`config.mk`:
```
export PLATFORM = sky130hd
export DESIGN_NAME = transient_onset_capture_detector_unit
export DESIGN_NICKNAME = d
export VERILOG_FILES = /design/src/sv/tocd_pkg.sv /design/src/sv/transient_onset_capture_detector_unit.sv
export VERILOG_INCLUDE_DIRS = /design/src /design/src/sv
export SDC_FILE = /design/constraint.sdc
export NUM_CORES = 2
export LEC_CHECK = 0
export BUFFER_PORTS_ARGS = -buffer_cell sky130_fd_sc_hd__buf_2
export CORE_AREA = 10 10 334 336
export CTS_CLUSTER_DIAMETER = 40
export DETAILED_ROUTE_END_ITERATION = 10
export DIE_AREA = 0 0 344 346
export PLACE_DENSITY = 0.71
export SYNTH_ARGS = -nofsm -noshare
export SYNTH_HDL_FRONTEND = slang
export SYNTH_SLANG_ARGS = --single-unit
```
`constraint.sdc`:
```
create_clock -name clk_i -period 28.7 [get_ports clk_i]
set_clock_uncertainty 0.1 [all_clocks]
set_input_delay 1.435 -clock clk_i [delete_from_list [all_inputs] [get_ports clk_i]]
set_output_delay 1.435 -clock clk_i [all_outputs]
set_load 0.01 [all_outputs]
```
`src/sv/assert_macros.svh`:
```
// Assertion macros used by the RTL of the onset detector.
// Define NO_ASSERTIONS to compile all of them away.
`ifndef ASSERT_MACROS_SVH
`define ASSERT_MACROS_SVH

`ifndef NO_ASSERTIONS
`define ASSERT_IMPL(label, clk, rst_n, ante, cons, msg) \
  label: assert property (@(posedge clk) disable iff (!(rst_n)) (ante) |-> (cons)) \
    else $error(msg);
`define ASSERT_NEXT(label, clk, rst_n, ante, cons, msg) \
  label: assert property (@(posedge clk) disable iff (!(rst_n)) (ante) |=> (cons)) \
    else $error(msg);
`else
`define ASSERT_IMPL(label, clk, rst_n, ante, cons, msg)
`define ASSERT_NEXT(label, clk, rst_n, ante, cons, msg)
`endif

`endif

```
`src/sv/tocd_pkg.sv`:
```
// Package of the transient onset capture detector.
// Holds the sequencer states, register indexes and fixed-point constants.
`default_nettype none

package tocd_pkg;

  typedef enum logic [3:0] {
    StIdle,
    StDecay,
    StSensHi,
    StSensLo,
    StSlowHi,
    StSlowLo,
    StRearmThr,
    StRearmPeak,
    StDecide,
    StGate
  } tocd_state_e;

  typedef enum logic [2:0] {
    CfgThreshold = 3'd0,
    CfgSensitivity = 3'd1,
    CfgHold = 3'd2,
    CfgMaxCapture = 3'd3,
    CfgGateEnable = 3'd4,
    CfgTriggerMode = 3'd5,
    CfgFastDecay = 3'd6,
    CfgSlowRate = 3'd7
  } tocd_cfg_e;

  localparam logic [1:0] ModeAudio = 2'd0;
  localparam logic [1:0] ModeMidi = 2'd1;

  localparam logic [15:0] KRearmThr = 16'd45875;
  localparam logic [15:0] KRearmPeak = 16'd22938;
  localparam logic [15:0] KGate = 16'd1311;

  localparam logic [19:0] SinceMax = 20'hFFFFF;

endpackage

`default_nettype wire

```
`src/sv/transient_onset_capture_detector_unit.sv`:
```
// Top level of the transient onset capture detector.
// Depends on tocd_pkg and assert_macros.svh.
//
// One stereo sample request is accepted while the unit is idle and yields one
// result request at the end of the sequence; the next sample can be accepted in
// the cycle after the result is registered, so no new sample is taken before the
// last one is through. A small sequencer uses the single shared 24 x 24
// multiplier eight times per sample for the envelope decay, the slow envelope
// step, the sensitivity product and the re-arm and gate levels. A result waits
// in an output register while the next sample is processed; a finished sample
// holds in its last step only if that register is still full.
`default_nettype none
`include "assert_macros.svh"

module transient_onset_capture_detector_unit
  import tocd_pkg::*;
#(
  parameter int PREROLL_SAMPLES = 288,
  parameter int MIN_KEEP_SAMPLES = 480,
  parameter int GATE_DELAY_SAMPLES = 1440,
  parameter int CAPTURE_DEPTH = 65536
) (
  input  wire logic               clk_i,
  input  wire logic               rst_ni,
  input  wire logic               cfg_we_i,
  input  wire logic [2:0]         cfg_idx_i,
  input  wire logic [23:0]        cfg_wdata_i,
  input  wire logic               in_valid_i,
  output logic                    in_stall_o,
  input  wire logic signed [23:0] left_sample_i,
  input  wire logic signed [23:0] right_sample_i,
  input  wire logic               note_trigger_i,
  input  wire logic               manual_trigger_i,
  output logic                    out_valid_o,
  input  wire logic               out_stall_i,
  output logic                    onset_o,
  output logic                    capturing_o,
  output logic                    capture_done_o,
  output logic                    capture_kept_o,
  output logic [16:0]             capture_length_o,
  output logic [23:0]             envelope_level_o
);

  localparam logic [16:0] MinKeep = 17'(MIN_KEEP_SAMPLES);
  localparam logic [16:0] GateDelay = 17'(GATE_DELAY_SAMPLES);
  localparam logic [16:0] DepthLimit = 17'(CAPTURE_DEPTH - 1);
  localparam logic [9:0] PrerollMax = 10'(PREROLL_SAMPLES);

  tocd_state_e state_q, state_d;

  logic [23:0] thr_q;
  logic [11:0] sens_q;
  logic [17:0] hold_q;
  logic [15:0] maxcap_q;
  logic        gate_en_q;
  logic [1:0]  mode_q;
  logic [23:0] fdecay_q;
  logic [23:0] srate_q;

  logic [23:0] mono_q;
  logic        note_q;
  logic        manual_q;

  logic [23:0] fast_q;
  logic [47:0] slow_q;
  logic        armed_q;
  logic [23:0] tpeak_q;
  logic [19:0] since_q;
  logic [9:0]  preroll_q;
  logic        wopen_q;
  logic [16:0] wlen_q;
  logic [23:0] wpeak_q;

  logic [47:0] acc_q;
  logic [47:0] diff_q;
  logic        dir_up_q;
  logic        sens_ok_q;
  logic [39:0] rt_q;
  logic        onset_q;
  logic        done_q;
  logic        kept_q;
  logic [16:0] dlen_q;

  logic        out_valid_q;
  logic        onset_out_q;
  logic        capt_out_q;
  logic        done_out_q;
  logic        kept_out_q;
  logic [16:0] len_out_q;
  logic [23:0] env_out_q;

  logic [23:0] mul_a;
  logic [23:0] mul_b;
  logic [47:0] prod;

  logic [23:0] left_u, right_u, left_abs, right_abs;
  logic [23:0] decayed;
  logic [47:0] target;
  logic [59:0] sens_sum;
  logic [39:0] rearm_max;
  logic        can_load;

  logic [19:0] since_inc;
  logic        src_trig;
  logic        trig;
  logic [16:0] len_base;
  logic [23:0] wpeak_base;
  logic [23:0] tpeak_base;
  logic        open_n;

  logic        gated;
  logic        close;
  logic        g_done;
  logic        g_kept;
  logic [16:0] g_len;
  logic        g_open;

  // Shared multiplier operand selection.
  always_comb begin
    case (state_q)
      StDecay: begin
        mul_a = fast_q;
        mul_b = fdecay_q;
      end
      StSensHi: begin
        mul_a = slow_q[47:24];
        mul_b = {12'd0, sens_q};
      end
      StSensLo: begin
        mul_a = slow_q[23:0];
        mul_b = {12'd0, sens_q};
      end
      StSlowHi: begin
        mul_a = diff_q[47:24];
        mul_b = srate_q;
      end
      StSlowLo: begin
        mul_a = diff_q[23:0];
        mul_b = srate_q;
      end
      StRearmThr: begin
        mul_a = thr_q;
        mul_b = {8'd0, KRearmThr};
      end
      StRearmPeak: begin
        mul_a = tpeak_q;
        mul_b = {8'd0, KRearmPeak};
      end
      StGate: begin
        mul_a = wpeak_q;
        mul_b = {8'd0, KGate};
      end
      default: begin
        mul_a = '0;
        mul_b = '0;
      end
    endcase
  end

  assign prod = mul_a * mul_b;

  assign left_u = left_sample_i;
  assign right_u = right_sample_i;
  assign left_abs = left_u[23] ? (~left_u + 24'd1) : left_u;
  assign right_abs = right_u[23] ? (~right_u + 24'd1) : right_u;

  assign decayed = prod[47:24];
  assign target = {fast_q, 24'd0};
  assign sens_sum = {acc_q[35:0], 24'd0} + {24'd0, prod[35:0]};
  assign rearm_max = (rt_q > prod[39:0]) ? rt_q : prod[39:0];
  assign can_load = !out_valid_q || !out_stall_i;

  // Trigger decision for the current sample.
  always_comb begin
    since_inc = (since_q == SinceMax) ? since_q : since_q + 20'd1;
    src_trig = manual_q || ((mode_q != ModeAudio) && note_q) ||
               ((mode_q != ModeMidi) && armed_q && (fast_q > thr_q) && sens_ok_q);
    trig = src_trig && !(since_inc < {2'd0, hold_q});
    len_base = trig ? {7'd0, preroll_q} : wlen_q;
    wpeak_base = trig ? '0 : wpeak_q;
    tpeak_base = trig ? fast_q : tpeak_q;
    open_n = trig || wopen_q;
  end

  // Window close checks after the length and peak update.
  always_comb begin
    gated = gate_en_q && (wlen_q > GateDelay) && ({fast_q, 16'd0} < prod[39:0]);
    close = wopen_q && ((wlen_q >= {1'b0, maxcap_q}) || gated || (wlen_q >= DepthLimit));
    g_done = done_q || close;
    g_kept = close ? (wlen_q >= MinKeep) : kept_q;
    g_len = close ? wlen_q : dlen_q;
    g_open = wopen_q && !close;
  end

  always_comb begin
    state_d = state_q;
    case (state_q)
      StIdle:      if (in_valid_i) state_d = StDecay;
      StDecay:     state_d = StSensHi;
      StSensHi:    state_d = StSensLo;
      StSensLo:    state_d = StSlowHi;
      StSlowHi:    state_d = StSlowLo;
      StSlowLo:    state_d = StRearmThr;
      StRearmThr:  state_d = StRearmPeak;
      StRearmPeak: state_d = StDecide;
      StDecide:    state_d = StGate;
      StGate:      if (can_load) state_d = StIdle;
      default:     state_d = StIdle;
    endcase
  end

  assign in_stall_o = (state_q != StIdle);

  always_ff @(posedge clk_i or negedge rst_ni) begin
    if (!rst_ni) begin
      state_q <= StIdle;
    end else begin
      state_q <= state_d;
    end
  end

  always_ff @(posedge clk_i or negedge rst_ni) begin
    if (!rst_ni) begin
      thr_q <= 24'd265271;
      sens_q <= 12'd768;
      hold_q <= 18'd3840;
      maxcap_q <= 16'd12288;
      gate_en_q <= 1'b1;
      mode_q <= ModeAudio;
      fdecay_q <= 24'd16733720;
      srate_q <= 24'd1747;
    end else if (cfg_we_i) begin
      case (tocd_cfg_e'(cfg_idx_i))
        CfgThreshold:   thr_q <= cfg_wdata_i;
        CfgSensitivity: sens_q <= cfg_wdata_i[11:0];
        CfgHold:        hold_q <= cfg_wdata_i[17:0];
        CfgMaxCapture:  maxcap_q <= cfg_wdata_i[15:0];
        CfgGateEnable:  gate_en_q <= cfg_wdata_i[0];
        CfgTriggerMode: mode_q <= cfg_wdata_i[1:0];
        CfgFastDecay:   fdecay_q <= cfg_wdata_i;
        CfgSlowRate:    srate_q <= cfg_wdata_i;
        default: ;
      endcase
    end
  end

  always_ff @(posedge clk_i) begin
    if (state_q == StIdle && in_valid_i) begin
      mono_q <= (left_abs > right_abs) ? left_abs : right_abs;
      note_q <= note_trigger_i;
      manual_q <= manual_trigger_i;
    end
  end

  always_ff @(posedge clk_i or negedge rst_ni) begin
    if (!rst_ni) begin
      fast_q <= '0;
      slow_q <= '0;
      armed_q <= 1'b1;
      tpeak_q <= '0;
      since_q <= SinceMax;
      preroll_q <= '0;
      wopen_q <= 1'b0;
      wlen_q <= '0;
      wpeak_q <= '0;
      acc_q <= '0;
      diff_q <= '0;
      dir_up_q <= 1'b0;
      sens_ok_q <= 1'b0;
      rt_q <= '0;
      onset_q <= 1'b0;
      done_q <= 1'b0;
      kept_q <= 1'b0;
      dlen_q <= '0;
      out_valid_q <= 1'b0;
      onset_out_q <= 1'b0;
      capt_out_q <= 1'b0;
      done_out_q <= 1'b0;
      kept_out_q <= 1'b0;
      len_out_q <= '0;
      env_out_q <= '0;
    end else begin
      if (out_valid_q && !out_stall_i && state_q != StGate) begin
        out_valid_q <= 1'b0;
      end
      case (state_q)
        StDecay: begin
          fast_q <= (mono_q > decayed) ? mono_q : decayed;
        end
        StSensHi: begin
          acc_q <= prod;
          if (target >= slow_q) begin
            diff_q <= target - slow_q;
            dir_up_q <= 1'b1;
          end else begin
            diff_q <= slow_q - target;
            dir_up_q <= 1'b0;
          end
        end
        StSensLo: begin
          sens_ok_q <= ({4'd0, fast_q, 32'd0} > sens_sum);
        end
        StSlowHi: begin
          acc_q <= prod;
        end
        StSlowLo: begin
          acc_q <= acc_q + {24'd0, prod[47:24]};
        end
        StRearmThr: begin
          rt_q <= prod[39:0];
          slow_q <= dir_up_q ? (slow_q + acc_q) : (slow_q - acc_q);
        end
        StRearmPeak: begin
          if (!armed_q && ({fast_q, 16'd0} < rearm_max)) begin
            armed_q <= 1'b1;
          end
        end
        StDecide: begin
          onset_q <= trig;
          since_q <= trig ? '0 : since_inc;
          if (trig) begin
            armed_q <= 1'b0;
          end
          done_q <= trig && wopen_q;
          kept_q <= trig && wopen_q && (wlen_q >= MinKeep);
          dlen_q <= wlen_q;
          wopen_q <= open_n;
          if (open_n) begin
            wlen_q <= len_base + 17'd1;
            wpeak_q <= (fast_q > wpeak_base) ? fast_q : wpeak_base;
            tpeak_q <= (fast_q > tpeak_base) ? fast_q : tpeak_base;
          end else begin
            tpeak_q <= tpeak_base;
          end
        end
        StGate: begin
          if (can_load) begin
            wopen_q <= g_open;
            if (preroll_q < PrerollMax) begin
              preroll_q <= preroll_q + 10'd1;
            end
            out_valid_q <= 1'b1;
            onset_out_q <= onset_q;
            capt_out_q <= g_open;
            done_out_q <= g_done;
            kept_out_q <= g_done && g_kept;
            len_out_q <= g_done ? g_len : (g_open ? wlen_q : 17'd0);
            env_out_q <= fast_q;
          end
        end
        default: ;
      endcase
    end
  end

  assign out_valid_o = out_valid_q;
  assign onset_o = onset_out_q;
  assign capturing_o = capt_out_q;
  assign capture_done_o = done_out_q;
  assign capture_kept_o = kept_out_q;
  assign capture_length_o = len_out_q;
  assign envelope_level_o = env_out_q;

  `ASSERT_NEXT(a_accept_starts, clk_i, rst_ni, in_valid_i && !in_stall_o,
               state_q == StDecay, "accepted sample did not start the sequence")
  `ASSERT_NEXT(a_gate_waits, clk_i, rst_ni, state_q == StGate && out_valid_q && out_stall_i,
               state_q == StGate, "result step left while output register was full")
  `ASSERT_IMPL(a_kept_needs_done, clk_i, rst_ni, out_valid_q && kept_out_q,
               done_out_q, "kept flag without a closed window")
  `ASSERT_IMPL(a_open_has_length, clk_i, rst_ni, out_valid_q && capt_out_q && !done_out_q,
               len_out_q != 17'd0, "open window reported with zero length")
  `ASSERT_IMPL(a_length_bound, clk_i, rst_ni, wopen_q && state_q == StIdle,
               wlen_q < DepthLimit, "open window reached the buffer limit")

endmodule

`default_nettype wire
```
-- After elaboration in Yosys (flattened, before gate mapping)
Index checks and enable logic that the tools add are counted.
- output and inout port bits: 47
- flip-flop bits (word level): 524
- input bits: 82
- reduce and logical (&&, ||, !) cells: 52
- multipliers: 1
- equality and inequality tests: 23
- bitwise gates (word level): 2
- $lt $le $gt $ge: 16
- add/subtract/negate cells: 11
- mux-type cells: 34
- operators with widths (kind ; count):
    2-to-1 mux 24 bit ; 9
    case mux 24 bit (8 select lines) ; 1
    case mux 24 bit (6 select lines) ; 1
    subtractor 48 bit ; 3
    greater-than comparator 24 bit ; 5
    2-to-1 mux 48 bit ; 2
    case mux 48 bit (2 select lines) ; 1
    < comparator 40 bit ; 2
    2-to-1 mux 17 bit ; 4
    adder 60 x 36 -> 60 bit ; 1
    greater-than comparator 56 x 60 -> 1 bit ; 1
    adder 24 x 1 -> 24 bit (second input constant) ; 2
    adder 48 x 24 -> 48 bit ; 1
    adder 48 bit ; 1
    greater-or-equal comparator 48 bit ; 1
    multiplier 24 x 24 -> 48 bit ; 1
    inverter 24 bit ; 2
    greater-than comparator 40 bit ; 1
    2-to-1 mux 20 bit ; 2
    2-to-1 mux 40 bit ; 1
    case mux 4 bit (10 select lines) ; 1
    AND reduction 2 bit ; 12
    adder 20 x 1 -> 20 bit (second input constant) ; 1
    equality test 20 bit (second input constant) ; 1
    30 further kinds ; 82

-- Logic depth before layout (Yosys ltp)
- word-level depth: 13
- depth in mapped cells: 61

-- Least setup slack after synthesis
Ideal clock, no wire load.
- path type: flip-flop to flip-flop
- start point: reg state_q[3]
- end point: reg armed_q
- slack: 15.610 ns
- setup time: 0.089 ns
- path buffers: 6
- data required time: 28.511 ns
- stages on the path, launching flop included: 60
- data arrival time: 12.901 ns
- cells stage by stage: dfrtp_1 -> clkbuf_1 -> clkbuf_1 -> nor3_1 -> clkbuf_1 -> a22oi_1 -> o21ai_0 -> a211o_1 -> clkbuf_1 -> nand2_1 -> fa_1 -> inv_1 -> fa_1 -> inv_1 -> fa_1 -> inv_1 -> fa_1 -> inv_1 -> [... 24 more ...] -> a21oi_1 -> o311ai_0 -> and3_1 -> buf_2 -> buf_2 -> mux2i_1 -> ha_1 -> a21o_1 -> a21o_1 -> a21o_1 -> a21o_1 -> a21o_1 -> a21o_1 -> a21oi_1 -> o22ai_1 -> a211oi_1 -> a21oi_1 -> a211oi_1
- word-level cells in the longest chain between the ends: 10
- ends and longest elaborated chain (element ; line ; source):
    start: declaration ; transient_onset_capture_detector_unit.sv:49 ; tocd_state_e state_q, state_d;
    start signal: assignment ; transient_onset_capture_detector_unit.sv:216 ; state_q <= StIdle;
    start signal: assignment ; transient_onset_capture_detector_unit.sv:218 ; state_q <= state_d;
    equality test 4 x 3 -> 1 bit / equality test 4 x 2 -> 1 bit (equally long branches) ; transient_onset_capture_detector_unit.sv:120 ; case (state_q)
    OR reduction 2 bit (no line) ; - ;
    case mux 24 bit (6 select lines) ; transient_onset_capture_detector_unit.sv:120 ;
    multiplier 24 x 24 -> 48 bit (*) ; transient_onset_capture_detector_unit.sv:160 ; assign prod = mul_a * mul_b;
    named net prod[29] ; transient_onset_capture_detector_unit.sv:94 ; logic [47:0] prod;
    greater-than comparator 40 bit ; transient_onset_capture_detector_unit.sv:170 ; assign rearm_max = (rt_q > prod[39:0]) ? rt_q : prod[39:0];
    2-to-1 mux 40 bit (*) ; transient_onset_capture_detector_unit.sv:170 ;
    < comparator 40 bit (*) ; transient_onset_capture_detector_unit.sv:314 ; if (!armed_q && ({fast_q, 16'd0} < rearm_max)) begin
    logical AND 1 bit (*) ; transient_onset_capture_detector_unit.sv:314 ;
    != test 2 bit (no line) (*) ; - ;
    AND reduction 3 bit (no line) (*) ; - ;
    end signal: assignment ; transient_onset_capture_detector_unit.sv:259 ; armed_q <= 1'b1;
    end signal: assignment ; transient_onset_capture_detector_unit.sv:315 ; armed_q <= 1'b1;
    end signal: assignment ; transient_onset_capture_detector_unit.sv:322 ; armed_q <= 1'b0;
    end: declaration ; transient_onset_capture_detector_unit.sv:66 ; logic armed_q;
The timed path passes the listed nets; every way through them passes the cells marked *.
A chain may end at the register's enable or synchronous reset.

-- Final worst setup path
- start point: reg state_q[1]
- end point: reg armed_q
Same word-level chain as after synthesis.

==> key figures <==
Timing
  – Hold Violations, Final: 0
  – Final Cycle Share: 0.552
  – Worst-Margin Slew: ~1.2 ns
  – Setup WS post-layout: roughly 13 ns
  – Fin crit period: roughly 16 ns
  – Setup TNS: 0 ns
  – RSZ-0062 raised after global routing: no
  – Max-slew headroom: 0.215
  – Finish-stage setup viols: 0
  – Pins Over Slew Limit: 0
  – Fmax achieved: roughly 63 MHz

Logic synthesis
  – Top cells by count, synth: nand2_1 (982), inv_1 (836), ha_1 (560), fa_1 (485), dfrtp_1 (439)
  – #FFs+latches synth: around 520
  – Post-Synthesis Cells: 6597
  – Post-synth top area share: 0.192
  – Area contributors post-synth: dfrtp_1 (19%), fa_1 (17%), ha_1 (12%), nand2_1 (6.4%), inv_1 (5.5%)
  – Net count after synthesis: ~7700
  – Sequential share of the synthesized area: 0.232
  – Ys Warns: 0
  – Count of different cell masters after synthesis: 100
  – Post-Synthesis Cell Area: between 0.05 and 0.06 mm^2
  – Synth Flop Type: dfrtp_1
  – Mean Syn Cell Area: 8.69 um^2
  – Ys async rst share: 0.950
  – Cell with the most instances after synthesis: nand2_1
  – Post-synth EDFFs: 26
  – Dominant cell type by area after synthesis: dfrtp_1

Worst hold path
  – Hold Crit Class: flip-flop to flip-flop

Setup path
  – Critical path's most frequent cell: a21o_1
  – Largest delay contributor family on the critical path: compound AO/OA/AOI/OAI gates
  – Crit start category: flip-flop
  – Required time of the critical path: 29.18 ns
  – CP Class: flip-flop to flip-flop
  – CP max stage delay: about 0.95 ns
  – CP endpoint kind: flip-flop
  – Crit path arrival time: 16.33 ns
  – Worst-path maximum fanout: a little over 90
  – Slowest cell on crit path: dfrtp_1
  – Bufs and invs on worst path: 7

Placement
  – GPL Wtd Cong: 1.02
  – Placed Cells: roughly 7900
  – IO buf count: about 130
  – DP HPWL: 152 mm
  – DP Worst Slack: 13.36 ns

Finish
  – P&R area growth vs syn: 9.64%
  – Layout cells sized above 1: 0.0983
  – Final nets: slightly below 8000
  – Filler Cells Inserted: between 9000 and 10000
  – Final Instance Count excl. Fillers: 8119

Status
  – Status: finished, final reports clean

GRT
  – Grt ovf: 0
  – Largest net degree at the start of global routing: 151
  – Global Route Usage Sum: 0.332
  – First-pass GRT wire length: about 300 mm
  – Number of global-route vias before repair: 50400
  – Initial antenna violation count: 15

Floorplanning
  – IO Count: 129
  – Die area: between 0.1 and 0.15 mm^2
  – Row cnt: about 120
  – Starting Density: 0.547
  – Die Ht: ~350 um
  – Die width: approximately 340 um
  – Core ar.: approximately 0.10 mm^2

CTS
  – Postcts setup bufs: 0
  – Hold Buf Count CTS: 0
  – Num CTS Buffers: 91
  – Clock Pin Slew Worst Setup and Hold Paths: roughly 0.06 ns
  – TritonCTS Sinks: ~520
  – Post-cts sizing count: 0
  – Clk_lat worst skew: around 0.67 ns
  – Clock Path Buffers: 3
  – CTS tree: done
  – Clk root buf: clkbuf_16
  – H-Tree Depth: 3

Job
  – # Max-Cap Violations: 0

Routing
  – WL/cell: between 20 and 25 um
  – DR vias/cell: 6.23
  – Drt first-iter violations: 5245
  – DRC: 0
  – First-pass DRT Iterations: 6
  – Vias: between 50000 and 60000
  – Total wire length: roughly 200 mm
  – Routed Antenna Nets: 0
## sequential cells by signal, summed over array words and instances, names as in the netlist, 4 cells and up
register          cells
acc_q                48
diff_q               48
slow_q               48
rt_q                 40
envelope_level_o     24
fast_q               24
fdecay_q             24
mono_q               24
srate_q              24
thr_q                24
tpeak_q              24
wpeak_q              24
since_q              20
hold_q               18
capture_length_o     17
dlen_q               17
wlen_q               17
maxcap_q             16
sens_q               12
preroll_q            10
state_q               4
## cells in the final DEF (no fill, tap or decap), types with 105 or more instances in the layout
master,n
nand2_1,979
inv_1,836
ha_1,560
fa_1,485
dfrtp_1,439
nor2_1,378
o21ai_0,335
a21oi_1,318
a21o_1,159
xor2_1,159
buf_4,129
buf_2,127
xnor2_1,126
mux2_2,116
mux2i_1,105
## final timing paths
kind / start / endpoint / slack, ns / cells past startpoint
setup / recovery: state_q[1] / armed_q / 12.84 / 49
hold / removal: preroll_q[9] / preroll_q[9] / 0.36 / 0
setup reg to reg: state_q[1] / armed_q / 12.84 / 49
hold reg to reg: preroll_q[9] / preroll_q[9] / 0.36 / 0
max in group asynchronous: rst_ni / wpeak_q[7] / 26.36 / 2
min in group asynchronous: rst_ni / dlen_q[10] / 0.59 / 1
## cell type report
| cell class | instances | area (um^2) | share of cell area |
|---|---|---|---|
| Clock inverter | 64 | 743 | 0.0118 |
| Antenna cell | 7 | 17.5 | 0.000279 |
| Clock buffer | 104 | 2400 | 0.0382 |
| Multi-Input combinational cell | 4933 | 39900 | 0.634 |
| Inverter | 838 | 3150 | 0.0500 |
| Tap cell | 1391 | 1740 | 0.0277 |
| Timing Repair Buffer | 258 | 1640 | 0.0261 |
| Sequential cell | 524 | 13300 | 0.212 |
## layer usage
layer,global-route usage,vias to the layer above,share of wire
li1,-,22500,-
met1,0.431,24700,0.39
met2,0.501,2724,0.43
met3,0.0850,663,0.11
met4,0.182,18,0.067
met5,0,-,0.00076
## stage by stage
step / hold slack (ns) / area [um^2] / utilization
after floorplan: 0.339 / 57300 / -
after CTS: 0.364 / 62800 / 0.600
after global routing: 0.387 / 62800 / 0.600
final: 0.363 / 62900 / 0.600
after detailed placement: 0.352 / 59700 / 0.570
after global placement: 0.349 / 59700 / 0.570
## logic make-up after synthesis
logic type | share of synthesized area
mux | 0.0413
buf+inv | 0.0758
fa+ha+maj | 0.292
compound gates | 0.161
xor+xnor | 0.0435
flops | 0.232
simple gates | 0.154
Power is not shown: default switching activity piles up to over one toggle a cycle in this logic, so the estimate is an artifact.
